==> config.mk <==
export PLATFORM = sky130hd
export DESIGN_NAME = handle_queue_with_jump_ahead
export DESIGN_NICKNAME = d
export VERILOG_FILES = /design/src/hqja_pkg.sv /design/src/handle_queue_with_jump_ahead.sv /design/src/hqja_ctrl.sv /design/src/hqja_dpath.sv
export VERILOG_INCLUDE_DIRS = /design/src /design/src/src
export SDC_FILE = /design/constraint.sdc
export NUM_CORES = 2
export LEC_CHECK = 0
export CORE_ASPECT_RATIO = 0.9
export CORE_MARGIN = 2
export CORE_UTILIZATION = 24
export DETAILED_ROUTE_END_ITERATION = 8
export DONT_BUFFER_PORTS = 1
export GPL_TIMING_DRIVEN = 0
export MAX_ROUTING_LAYER = met4
export RECOVER_POWER = 25
export SYNTH_ARGS = -nofsm -noshare
export SYNTH_HDL_FRONTEND = slang
export SYNTH_SLANG_ARGS = --single-unit
==> constraint.sdc <==
create_clock -name i_clk -period 4.9 [get_ports i_clk]
set_clock_uncertainty 0.15 [all_clocks]
set_input_delay 0.49 -clock i_clk [delete_from_list [all_inputs] [get_ports i_clk]]
set_output_delay 0.49 -clock i_clk [all_outputs]
set_load 0.005 [all_outputs]
==> src/handle_queue_with_jump_ahead_macros.svh <==
// Assertion macros shared by the handle queue RTL.
`ifndef HANDLE_QUEUE_WITH_JUMP_AHEAD_MACROS_SVH
`define HANDLE_QUEUE_WITH_JUMP_AHEAD_MACROS_SVH

// Consequent checked in the same cycle as the antecedent.
`define HQJA_ASSERT_NOW(label, clk, rst_n, ante, cons, msg) \
    label: assert property (@(posedge clk) disable iff (!(rst_n)) (ante) |-> (cons)) \
        else $error(msg);

// Consequent checked from the cycle after the antecedent.
`define HQJA_ASSERT_NEXT(label, clk, rst_n, ante, cons, msg) \
    label: assert property (@(posedge clk) disable iff (!(rst_n)) (ante) |=> (cons)) \
        else $error(msg);

`endif

==> src/hqja_pkg.sv <==
// Package with types and constants of the handle queue.
`default_nettype none

package hqja_pkg;

    localparam int CAPACITY   = 64;
    localparam int DATA_WIDTH = 32;
    localparam int VALUE_W    = 32;
    localparam int HANDLE_W   = $clog2(CAPACITY);
    localparam int COUNT_W    = $clog2(CAPACITY + 1);

    typedef enum logic [1:0] {
        OP_PUSH  = 2'd0,
        OP_POP   = 2'd1,
        OP_QUERY = 2'd2,
        OP_JUMP  = 2'd3
    } t_op;

    typedef enum logic [1:0] {
        ST_OK    = 2'd0,
        ST_EMPTY = 2'd1,
        ST_FULL  = 2'd2,
        ST_STALE = 2'd3
    } t_status;

    typedef enum logic [1:0] {
        S_IDLE = 2'd0,
        S_LOOK = 2'd1,
        S_EXEC = 2'd2,
        S_RESP = 2'd3
    } t_state;

    typedef struct packed {
        logic capture;
        logic look;
        logic exec;
    } t_cmd;

endpackage

`default_nettype wire

==> src/handle_queue_with_jump_ahead.sv <==
// Top level of the handle queue with jump-ahead.
`default_nettype none

`include "handle_queue_with_jump_ahead_macros.svh"

// An operation is taken at a rising edge where start is high and busy is low.
// Its result appears on the o_ ports for one cycle after the LOOK and EXEC states,
// marked by o_done; there is no way to hold it off, so sample it then. A new
// word can be taken in the same cycle as o_done, but not before, so operations do
// not overlap. The LOOK state does the parallel compare of all order entries with
// the handle, the free-slot search and the value RAM read of the front slot,
// EXEC the status decision and the one-step shift of the order registers, and
// RESP presents the result. While o_done is high, o_entry_count shows the count
// after the operation. No clearing pass is needed after reset.
module handle_queue_with_jump_ahead #(
    parameter int DATA_WIDTH = hqja_pkg::DATA_WIDTH
) (
    input  wire logic                            i_clk,
    input  wire logic                            i_rst_n,
    input  wire logic                            start,
    output logic                                 busy,
    input  wire logic [1:0]                      i_op,
    input  wire logic [hqja_pkg::VALUE_W-1:0]    i_push_value,
    input  wire logic [hqja_pkg::HANDLE_W-1:0]   i_entry_handle,
    input  wire logic [hqja_pkg::HANDLE_W-1:0]   i_jump_distance,
    output logic                                 o_done,
    output logic [hqja_pkg::VALUE_W-1:0]         o_pop_value,
    output logic [hqja_pkg::HANDLE_W-1:0]        o_new_handle,
    output logic [hqja_pkg::HANDLE_W-1:0]        o_entry_position,
    output logic [hqja_pkg::COUNT_W-1:0]         o_entry_count,
    output logic [1:0]                           o_status
);

    hqja_pkg::t_cmd w_cmd;

    hqja_ctrl u_ctrl (
        .i_clk   (i_clk),
        .i_rst_n (i_rst_n),
        .i_start (start),
        .o_busy  (busy),
        .o_done  (o_done),
        .o_cmd   (w_cmd)
    );

    hqja_dpath #(
        .DATA_WIDTH (DATA_WIDTH)
    ) u_dpath (
        .i_clk            (i_clk),
        .i_rst_n          (i_rst_n),
        .i_cmd            (w_cmd),
        .i_op             (i_op),
        .i_push_value     (i_push_value),
        .i_entry_handle   (i_entry_handle),
        .i_jump_distance  (i_jump_distance),
        .o_pop_value      (o_pop_value),
        .o_new_handle     (o_new_handle),
        .o_entry_position (o_entry_position),
        .o_entry_count    (o_entry_count),
        .o_status         (o_status)
    );

    `HQJA_ASSERT_NOW(a_latency, i_clk, i_rst_n, start && !busy, ##3 o_done, "result not three cycles after accept")
    `HQJA_ASSERT_NEXT(a_done_single, i_clk, i_rst_n, o_done, !o_done, "result strobe longer than one cycle")
    `HQJA_ASSERT_NOW(a_count_cap, i_clk, i_rst_n, o_done, o_entry_count <= hqja_pkg::COUNT_W'(hqja_pkg::CAPACITY), "entry count above capacity")
    `HQJA_ASSERT_NOW(a_full_count, i_clk, i_rst_n, o_done && (o_status == hqja_pkg::ST_FULL), o_entry_count == hqja_pkg::COUNT_W'(hqja_pkg::CAPACITY), "full status with room left")

endmodule

`default_nettype wire

==> src/hqja_ctrl.sv <==
// Controller state machine of the handle queue.
`default_nettype none

module hqja_ctrl (
    input  wire logic          i_clk,
    input  wire logic          i_rst_n,
    input  wire logic          i_start,
    output logic               o_busy,
    output logic               o_done,
    output hqja_pkg::t_cmd     o_cmd
);

    hqja_pkg::t_state r_state;
    hqja_pkg::t_state n_state;

    always_ff @(posedge i_clk) begin
        if (!i_rst_n) begin
            r_state <= hqja_pkg::S_IDLE;
        end else begin
            r_state <= n_state;
        end
    end

    always_comb begin
        n_state = r_state;
        case (r_state)
            hqja_pkg::S_IDLE: n_state = i_start ? hqja_pkg::S_LOOK : hqja_pkg::S_IDLE;
            hqja_pkg::S_LOOK: n_state = hqja_pkg::S_EXEC;
            hqja_pkg::S_EXEC: n_state = hqja_pkg::S_RESP;
            hqja_pkg::S_RESP: n_state = i_start ? hqja_pkg::S_LOOK : hqja_pkg::S_IDLE;
            default:          n_state = hqja_pkg::S_IDLE;
        endcase
    end

    // A new word may be taken in the cycle that shows the previous result.
    always_comb begin
        o_busy        = 1'b0;
        o_done        = 1'b0;
        o_cmd.capture = 1'b0;
        o_cmd.look    = 1'b0;
        o_cmd.exec    = 1'b0;
        case (r_state)
            hqja_pkg::S_IDLE: o_cmd.capture = i_start;
            hqja_pkg::S_LOOK: begin
                o_busy     = 1'b1;
                o_cmd.look = 1'b1;
            end
            hqja_pkg::S_EXEC: begin
                o_busy     = 1'b1;
                o_cmd.exec = 1'b1;
            end
            hqja_pkg::S_RESP: begin
                o_done        = 1'b1;
                o_cmd.capture = i_start;
            end
            default: o_busy = 1'b0;
        endcase
    end

endmodule

`default_nettype wire

==> src/hqja_dpath.sv <==
// Datapath of the handle queue: order registers, slot flags, value RAM, results.
`default_nettype none

module hqja_dpath #(
    parameter int DATA_WIDTH = hqja_pkg::DATA_WIDTH
) (
    input  wire logic                            i_clk,
    input  wire logic                            i_rst_n,
    input  wire hqja_pkg::t_cmd                  i_cmd,
    input  wire logic [1:0]                      i_op,
    input  wire logic [hqja_pkg::VALUE_W-1:0]    i_push_value,
    input  wire logic [hqja_pkg::HANDLE_W-1:0]   i_entry_handle,
    input  wire logic [hqja_pkg::HANDLE_W-1:0]   i_jump_distance,
    output logic [hqja_pkg::VALUE_W-1:0]         o_pop_value,
    output logic [hqja_pkg::HANDLE_W-1:0]        o_new_handle,
    output logic [hqja_pkg::HANDLE_W-1:0]        o_entry_position,
    output logic [hqja_pkg::COUNT_W-1:0]         o_entry_count,
    output logic [1:0]                           o_status
);

    localparam int CAP = hqja_pkg::CAPACITY;
    localparam int HW  = hqja_pkg::HANDLE_W;
    localparam int CW  = hqja_pkg::COUNT_W;

    // Captured word.
    hqja_pkg::t_op              r_op;
    logic [hqja_pkg::VALUE_W-1:0] r_value;
    logic [HW-1:0]              r_handle;
    logic [HW-1:0]              r_dist;

    // Queue state.
    logic [CW-1:0]              r_count;
    logic [CW-1:0]              n_count;
    logic [CAP-1:0]             r_used;
    logic [CAP-1:0]             n_used;
    logic [HW-1:0]              r_order [CAP];
    logic [HW-1:0]              n_order [CAP];
    logic [DATA_WIDTH-1:0]      r_mem   [CAP];

    // Look-up results.
    logic [CAP-1:0]             r_match;
    logic [CAP-1:0]             r_free_oh;
    logic                       r_handle_used;
    logic [DATA_WIDTH-1:0]      r_rd_data;

    // Result registers.
    logic [hqja_pkg::VALUE_W-1:0] r_pop_value;
    logic [HW-1:0]              r_new_handle;
    logic [HW-1:0]              r_position;
    hqja_pkg::t_status          r_status;

    logic [HW-1:0]              w_match_idx;
    logic [HW-1:0]              w_free_h;
    logic                       w_found;
    logic [HW-1:0]              w_head;
    logic [HW-1:0]              w_to;
    logic                       w_push_ok;
    logic                       w_pop_ok;
    logic                       w_jump_ok;
    logic                       w_query_ok;
    logic [HW-1:0]              w_prev [CAP];
    logic [HW-1:0]              w_next [CAP];

    always_ff @(posedge i_clk) begin
        if (i_cmd.capture) begin
            r_op     <= hqja_pkg::t_op'(i_op);
            r_value  <= i_push_value;
            r_handle <= i_entry_handle;
            r_dist   <= i_jump_distance;
        end
    end

    // Parallel compare of every order entry with the handle; free-slot search.
    always_ff @(posedge i_clk) begin
        if (i_cmd.look) begin
            for (int i = 0; i < CAP; i++) begin
                r_match[i] <= (r_order[i] == r_handle) && (CW'(i) < r_count);
            end
            r_free_oh     <= ~r_used & (r_used + CAP'(1));
            r_handle_used <= r_used[r_handle];
        end
    end

    // Value RAM: one read port for the front slot, one write port for pushes.
    always_ff @(posedge i_clk) begin
        if (i_cmd.look) begin
            r_rd_data <= r_mem[r_order[0]];
        end
        if (i_cmd.exec && w_push_ok) begin
            r_mem[w_free_h] <= DATA_WIDTH'(r_value);
        end
    end

    always_comb begin
        w_match_idx = '0;
        w_free_h    = '0;
        for (int i = 0; i < CAP; i++) begin
            if (r_match[i]) begin
                w_match_idx = w_match_idx | HW'(i);
            end
            if (r_free_oh[i]) begin
                w_free_h = w_free_h | HW'(i);
            end
        end
    end

    assign w_found    = |r_match;
    assign w_head     = r_order[0];
    assign w_to       = (w_match_idx > r_dist) ? (w_match_idx - r_dist) : '0;
    assign w_push_ok  = (r_op == hqja_pkg::OP_PUSH)  && (r_count != CW'(CAP));
    assign w_pop_ok   = (r_op == hqja_pkg::OP_POP)   && (r_count != '0);
    assign w_query_ok = (r_op == hqja_pkg::OP_QUERY) && r_handle_used && w_found;
    assign w_jump_ok  = (r_op == hqja_pkg::OP_JUMP)  && r_handle_used && w_found;

    // Each order entry shifts only from its neighbors, so shifts are one step wide.
    for (genvar g = 0; g < CAP; g++) begin : g_entry
        if (g == 0) begin : g_first
            assign w_prev[g] = r_order[g];
        end else begin : g_mid
            assign w_prev[g] = r_order[g-1];
        end
        if (g == CAP - 1) begin : g_last
            assign w_next[g] = r_order[g];
        end else begin : g_body
            assign w_next[g] = r_order[g+1];
        end

        always_comb begin
            n_order[g] = r_order[g];
            if (w_push_ok && (CW'(g) == r_count)) begin
                n_order[g] = w_free_h;
            end else if (w_pop_ok) begin
                n_order[g] = w_next[g];
            end else if (w_jump_ok) begin
                if (HW'(g) == w_to) begin
                    n_order[g] = r_handle;
                end else if ((HW'(g) > w_to) && (HW'(g) <= w_match_idx)) begin
                    n_order[g] = w_prev[g];
                end
            end
        end
    end

    always_comb begin
        n_count = r_count;
        n_used  = r_used;
        if (w_push_ok) begin
            n_count = r_count + CW'(1);
            n_used  = r_used | r_free_oh;
        end else if (w_pop_ok) begin
            n_count = r_count - CW'(1);
            n_used  = r_used & ~(CAP'(1) << w_head);
        end
    end

    always_ff @(posedge i_clk) begin
        if (!i_rst_n) begin
            r_count <= '0;
            r_used  <= '0;
        end else if (i_cmd.exec) begin
            r_count <= n_count;
            r_used  <= n_used;
        end
    end

    always_ff @(posedge i_clk) begin
        if (i_cmd.exec) begin
            for (int i = 0; i < CAP; i++) begin
                r_order[i] <= n_order[i];
            end
            r_pop_value  <= w_pop_ok ? hqja_pkg::VALUE_W'(r_rd_data) : '0;
            r_new_handle <= w_push_ok ? w_free_h : '0;
            r_position   <= '0;
            r_status     <= hqja_pkg::ST_OK;
            case (r_op)
                hqja_pkg::OP_PUSH: begin
                    if (w_push_ok) begin
                        r_position <= r_count[HW-1:0];
                    end else begin
                        r_status <= hqja_pkg::ST_FULL;
                    end
                end
                hqja_pkg::OP_POP: begin
                    if (!w_pop_ok) begin
                        r_status <= hqja_pkg::ST_EMPTY;
                    end
                end
                hqja_pkg::OP_QUERY: begin
                    if (w_query_ok) begin
                        r_position <= w_match_idx;
                    end else begin
                        r_status <= hqja_pkg::ST_STALE;
                    end
                end
                hqja_pkg::OP_JUMP: begin
                    if (w_jump_ok) begin
                        r_position <= w_to;
                    end else begin
                        r_status <= hqja_pkg::ST_STALE;
                    end
                end
                default: r_status <= hqja_pkg::ST_OK;
            endcase
        end
    end

    assign o_pop_value      = r_pop_value;
    assign o_new_handle     = r_new_handle;
    assign o_entry_position = r_position;
    assign o_entry_count    = r_count;
    assign o_status         = r_status;

endmodule

`default_nettype wire
* After elaboration in Yosys (flattened, before gate mapping)
Memory sizes are Yosys's and may differ from the RTL's. A register that Yosys moved wholly into a read port is not among the register bits. Index checks and enable logic that the tools add are counted.
Word-level totals: memories 2, bits in registers 294, latch bits 0, memory bits (writable) 2432, output and inout port bits 55, word-level logic and storage cells 1758, ROM bits 0, input bits 49
Cells by class: magnitude comparators 192, shift-type cells 1, bitwise logic cells 5, div/mod/pow operators 0, mux-type cells 1134, equality and inequality tests 199, reductions and logical operators 207, add/sub/neg operators 4, $mul 0
Memory list:
- u_dpath.r_mem | words 64, bits a word 32, read ports 1, clocked after Yosys merged registers in 1, wr ports 1, RTL line hqja_dpath.sv:38 | logic [DATA_WIDTH-1:0] r_mem [CAP];
- u_dpath.r_order | words 64, bits a word 6, read ports 64, clocked after Yosys merged registers in 0, wr ports 64, RTL line hqja_dpath.sv:36 | logic [HW-1:0] r_order [CAP];
Operators with widths (count):
- $mux W6 | 1034
- $eq A6 B6 Y1 | 64
- $mux W64 | 5
- $eq A6 B7 Y1 const A | 32
- $lt A6 B7 Y1 const A | 32
- $logic_and A1 B1 Y1 | 198
- $eq A6 B6 Y1 const A | 32
- $gt A6 B6 Y1 const A | 32
- $le A6 B6 Y1 const A | 32
- $mux W5 | 32
- $and A64 B64 Y64 | 2
- $not A64 Y64 | 2
- $eq A5 B7 Y1 const A | 16
- $lt A5 B7 Y1 const A | 16
- $eq A5 B6 Y1 const A | 16
- $gt A5 B6 Y1 const A | 16
- $le A5 B6 Y1 const A | 16
- $add A64 B1 Y64 const B | 1
- $mux W4 | 16
- $or A64 B64 Y64 | 1
- $reduce_or A64 Y1 | 1
- $shl A1 B6 Y64 const A | 1
- $eq A4 B7 Y1 const A | 8
- $lt A4 B7 Y1 const A | 8
- other kinds (42) | 129

* Longest topological paths before layout
depth in word-level cells 82, depth in mapped cells 16

* By module
Synthesis repeated with hierarchy kept, for this count alone.
Unflattened totals: cells, all modules 7001, area, all modules 120609.4 µm²
Modules (own cells, without submodules):
- hqja_dpath | area each 120474.3 µm², instances 1, cells an instance 6988, seq. area each 82048.7 µm²
- hqja_ctrl | area each 135.1 µm², instances 1, cells an instance 13, seq. area each 40.0 µm²

* Least setup slack after synthesis
No wires, ideal clock.
path type register to register, start point register u_ctrl.r_state[0], end point memory u_dpath.r_mem[57][0], enable pin, data required time 4.289 ns, period minus slack after synthesis 5.146 ns, cell stages (with the launch flop) 8, slack -0.246 ns, data arrival time 4.535 ns, library setup time 0.461 ns, cells stage by stage dfxtp_1 > inv_1 > ha_1 > clkbuf_1 > nand2_1 > nor4_1 > nand2_1 > nor3_1
Between the ends: cells in the longest elaborated chain, start to end 5
Ends and longest elaborated chain:
- start, declared | RTL line hqja_ctrl.sv:13 | hqja_pkg::t_state r_state;
- start signal, assigned | RTL line hqja_ctrl.sv:18 | r_state <= hqja_pkg::S_IDLE;
- start signal, assigned | RTL line hqja_ctrl.sv:20 | r_state <= n_state;
- $eq A2 B2 Y1 | RTL line hqja_ctrl.sv:42 | case (r_state)
- $mux W1 | RTL line hqja_ctrl.sv:42
- $logic_and A1 B1 Y1 | RTL line hqja_dpath.sv:89 | if (i_cmd.exec && w_push_ok) begin
- $mux W1 | RTL line hqja_dpath.sv:89
- $mux W1 (implied by the code) | RTL line hqja_dpath.sv:90 | r_mem[w_free_h] <= DATA_WIDTH'(r_value);
- end, declared | RTL line hqja_dpath.sv:38
Every way passes these cells.

==> impl_metrics.csv <==
group,metric,value,unit
run_status,status,"finished with violations",
run_status,violations,"capacitance limit, slew limit, setup timing",
flow_run,maxCapViolCount,21,
placed_design,gp_congestion,1.04,
clock_tree,clkTransAtPathRegs,0.07,ns
synth,synth-xor-area-share,2.86,%
placed_design,post-place-cells,13930,
sta,slew_headroom,-12.1,%
sta,max_freq,196,MHz
pwr,switching_share,30.5,%
detailed_routing,detail_route.iter0.violations,12866,
grt,grt_pass1_vias,74448,
synth,synth_area_leaders,"edfxtp_1 67%, mux4_2 13%, mux2i_1 2.8%, xnor2_1 2.1%, o221ai_1 1.6%",
worst_setup_path,path_class,"flop to flop",
placed_design,portBuffers,0,
synth,synth_seq_area_share,68.2,%
final_layout,multi_input_area,39400,um^2
synth,ys_seq_elements,2758,
final_layout,syn_to_final_growth,23.4,%
worst_setup_path,crit_family,"buffers and inverters",
detailed_routing,drc,0,
detailed_routing,antenna_left,0,
sta,setup_ws,-0.206,ns
grt,grt_pass1_wl,662000,um
worst_setup_path,critPathRequiredTime,5.31,ns
pwr,worst_ir_drop_vdd,0.303,mV
synth,synth_area,120000,um^2
worst_setup_path,slowest_delay,1.14,ns
detailed_routing,vias_per_cell,5.29,
pwr,power_density,414,nW/um^2
detailed_routing,vias,78464,
synth,synth_top_family_by_area,"multiplexers",
worst_setup_path,cp-end-kind,"flop",
min_path,hold_class,"input pin to flop",
grt,antenna_found_initial,55,
floorplan,die_h,676,um
synth,yosys.area.top_type,"edfxtp_1",
detailed_routing,drtPass1Iterations,7,
sta,setup_violations,233,
clock_tree,cts_buffers,270,
synth,synth_top_area_share,67.0,%
clock_tree,cts_tree,"built",
clock_tree,htreeDepth,5,
synth,synth_adder_area_share,0.162,%
floorplan,start_util,24.1,%
floorplan,die-area,507000,um^2
clock_tree,cts_root_buf,"clkbuf_16",
floorplan,coreArea,499000,um^2
synth,synth_edf_count,2685,
grt,grt_usage,19.5,%
synth,synth_compound_area_share,5.50,%
worst_setup_path,crit_chain,"inv_1 > ha_4 > clkbuf_1 > inv_1 > nor2_1 > clkbuf_1 > a22oi_1 > o31ai_4 > buf_12",
floorplan,ios,104,
synth,postSynthCellCount,7028,
pwr,p_sw,18.8,mW
final_layout,design_area,148000,um^2
detailed_routing,wl_per_cell,33.5,um
clock_tree,clock_latency,0.89,ns
synth,synthMuxAreaShare,16.1,%
clock_tree,clockBufferDepth,4,
worst_setup_path,cp_slowest_cell,"clkbuf_1",
sta,post-route-period-util,104,%
synth,synth.avg_cell_area,17.1,um^2
final_layout,drive_gt1_share,27.1,%
sta,slew_viol_final,184,
pwr,p_seq_share,45.9,%
final_layout,fillers,49049,
synth,syn_nets,7092,
pwr,pwr-share-comb,20.6,%
placed_design,dp.final_hpwl,358000,um
final_layout,fin_cells,14840,
synth,async_reset_ff_share,0,%
floorplan,fp.dieW,750,um
sta,rsz0062_at_grt,"yes",
placed_design,dpl-instance-area,134000,um^2
sta,tightest_slew,1.68,ns
sta,fin_crit,5.11,ns
pwr,leakagePower,46.0,nW
synth,ys_types,89,
worst_setup_path,cp_max_fo,16,
pwr,p_int,42.8,mW
final_layout,utilization,29.8,%
synth,synthSimpleGateAreaFrac,5.57,%
worst_setup_path,cp_num_buf_inv,5,
pwr,power_frac_clock,33.5,%
final_layout,regArea,82100,um^2
worst_setup_path,arrival,5.52,ns
grt,grt_max_degree,52,
synth,yosysWarnings,0,
synth,synth_top_flop_cell,"edfxtp_1",
detailed_routing,routed_wl,498000,um
clock_tree,cts_sinks,2758,
worst_setup_path,start_kind,"flop",
grt,overflow,0,
sta,hold_violations,0,
final_layout,final_net_count,7978,
floorplan,placementRows,246,
-- worst register-to-register path: cells and delay by family (launching register included) --
kind / cells / cell delay [ns]
flip-flops: 1 / 0.36
AND/OR/NAND/NOR: 1 / 1.01
adder cells (fa/ha/maj): 1 / 0.38
buffers and inverters: 5 / 2.42
AO/OA/AOI/OAI: 2 / 0.48
-- worst paths after layout --
kind	from	to	slack, ns	cells after the start
setup / recovery	u_ctrl.r_state[0]$_SDFF_PN0_	u_dpath.r_order[1][87]$_DFFE_PP_	-0.21	9
setup reg to reg	u_ctrl.r_state[0]$_SDFF_PN0_	u_dpath.r_order[1][87]$_DFFE_PP_	-0.21	9
hold reg to reg	u_dpath.r_free_oh[32]$_DFFE_PN_	u_dpath.r_used[32]$_SDFFE_PN0P_	0.36	1
hold / removal	i_entry_handle[5]	u_dpath.r_handle[5]$_DFFE_PP_	0.1	1
-- state kept, by name, summed over array words and instances, names as in the netlist, 2 cells and up --
name and cells:
u_ctrl.r_state 2, u_dpath.o_entry_count 7, u_dpath.o_entry_position 6, u_dpath.o_new_handle 6
u_dpath.o_pop_value 32, u_dpath.o_status 2, u_dpath.r_dist 6, u_dpath.r_free_oh 64
u_dpath.r_handle 6, u_dpath.r_match 64, u_dpath.r_mem 2048, u_dpath.r_op 2
u_dpath.r_order 384, u_dpath.r_rd_data 32, u_dpath.r_used 64, u_dpath.r_value 32
-- cells in the final DEF, fill, tap and decap left out, types with 177 or more instances in the layout --
master / instances
edfxtp_1: 2685
mux2i_1: 337
buf_4: 241
mux4_2: 693
xnor2_1: 289
clkbuf_16: 282
nor2_1: 177
clkbuf_1: 353
nand2_1: 471
o221ai_1: 217
-- per-layer routing --
| metal | routed length (um) | GRT usage [%] |
|---|---|---|
| met1 | 198000 | 25.6 |
| met5 | 0 | - |
| met2 | 216000 | 28.4 |
| met3 | 58400 | 5.44 |
| met4 | 25500 | 7.60 |
-- logic make-up after synthesis --
kind of cell    Yosys count
xor+xnor                393
simple gates           1369
compound gates          939
fa+ha+maj                15
flops                  2758
buf+inv                 491
mux                    1063
-- what timing repair did --
item	CTS	global route
gates resized for setup	473	305
setup buffers	253	115
setup endpoints to repair	2966	1360
cloned	1	5
hold buffers	47	0
pin swaps	141	117
hold endpoints to repair	58	0
-- Yosys cell counts (9+ instances only) --
cell type  instances
nand3_1          116
o22ai_1           77
and2_1            55
a2111oi_0         18
nor2_1           264
o221ai_1         221
a21o_1            39
and3_1            16
nand2b_1          12
or3_1             20
a22oi_1           78
o211ai_1           9
nor3b_1           25
nor3_2            12
a31oi_1           37
a32o_1            16
o21a_1            10
buf_2             23
nand2_1          497
xnor2_1          291
nor4_1            91
mux2i_1          341
ha_1              14
mux2_2            29
clkbuf_1         346
nor3_1            93
a221oi_1          18
edfxtp_1        2685
xor2_1           102
or4_1              9
dfxtp_1           73
nand4_1           88
mux4_2           693
buf_1             88
inv_1             25
or2_2             15
a211oi_1          36
a21oi_1          123
o21ai_0          191
-- layout make-up --
| cell class | count | share of cell area, % |
|---|---|---|
| tap | 6696 | 5.64 |
| clock buffer | 323 | 4.75 |
| buffer | 453 | 1.58 |
| multi-input combinational | 3779 | 26.5 |
| inverter | 29 | 0.0969 |
| clock inverter | 142 | 0.842 |
| sequential | 2758 | 55.3 |
| timing repair buffer | 623 | 5.19 |
| antenna | 37 | 0.0624 |
-- per-stage QoR --
step	TNS [ns]	setup WS [ns]	total power [mW]	hold WS [ns]
after floorplan	-62.96	-0.246	33.4	0.312
final	-13.82	-0.206	61.5	0.0986
after CTS	-8.17	-0.149	60.9	0.0569
after global placement	-	-6.72	38.6	0.356
after global routing	-13.72	-0.187	62.7	0.0753
after detailed placement	-5705.49	-4.20	39.4	0.355
-- power groups by stage --
| stage | sequential, mW | combinational (mW) | clock (mW) |
|---|---|---|---|
| after floorplan | 28.7 | 4.62 | 0 |
| after global placement | 29.9 | 8.78 | 0 |
| after detailed placement | 28.7 | 10.6 | 0 |
| after CTS | 28.3 | 11.8 | 20.8 |
| after global routing | 28.3 | 12.7 | 21.7 |
| final | 28.3 | 12.7 | 20.6 |
Note: power is estimated with default switching activity, not from simulation.
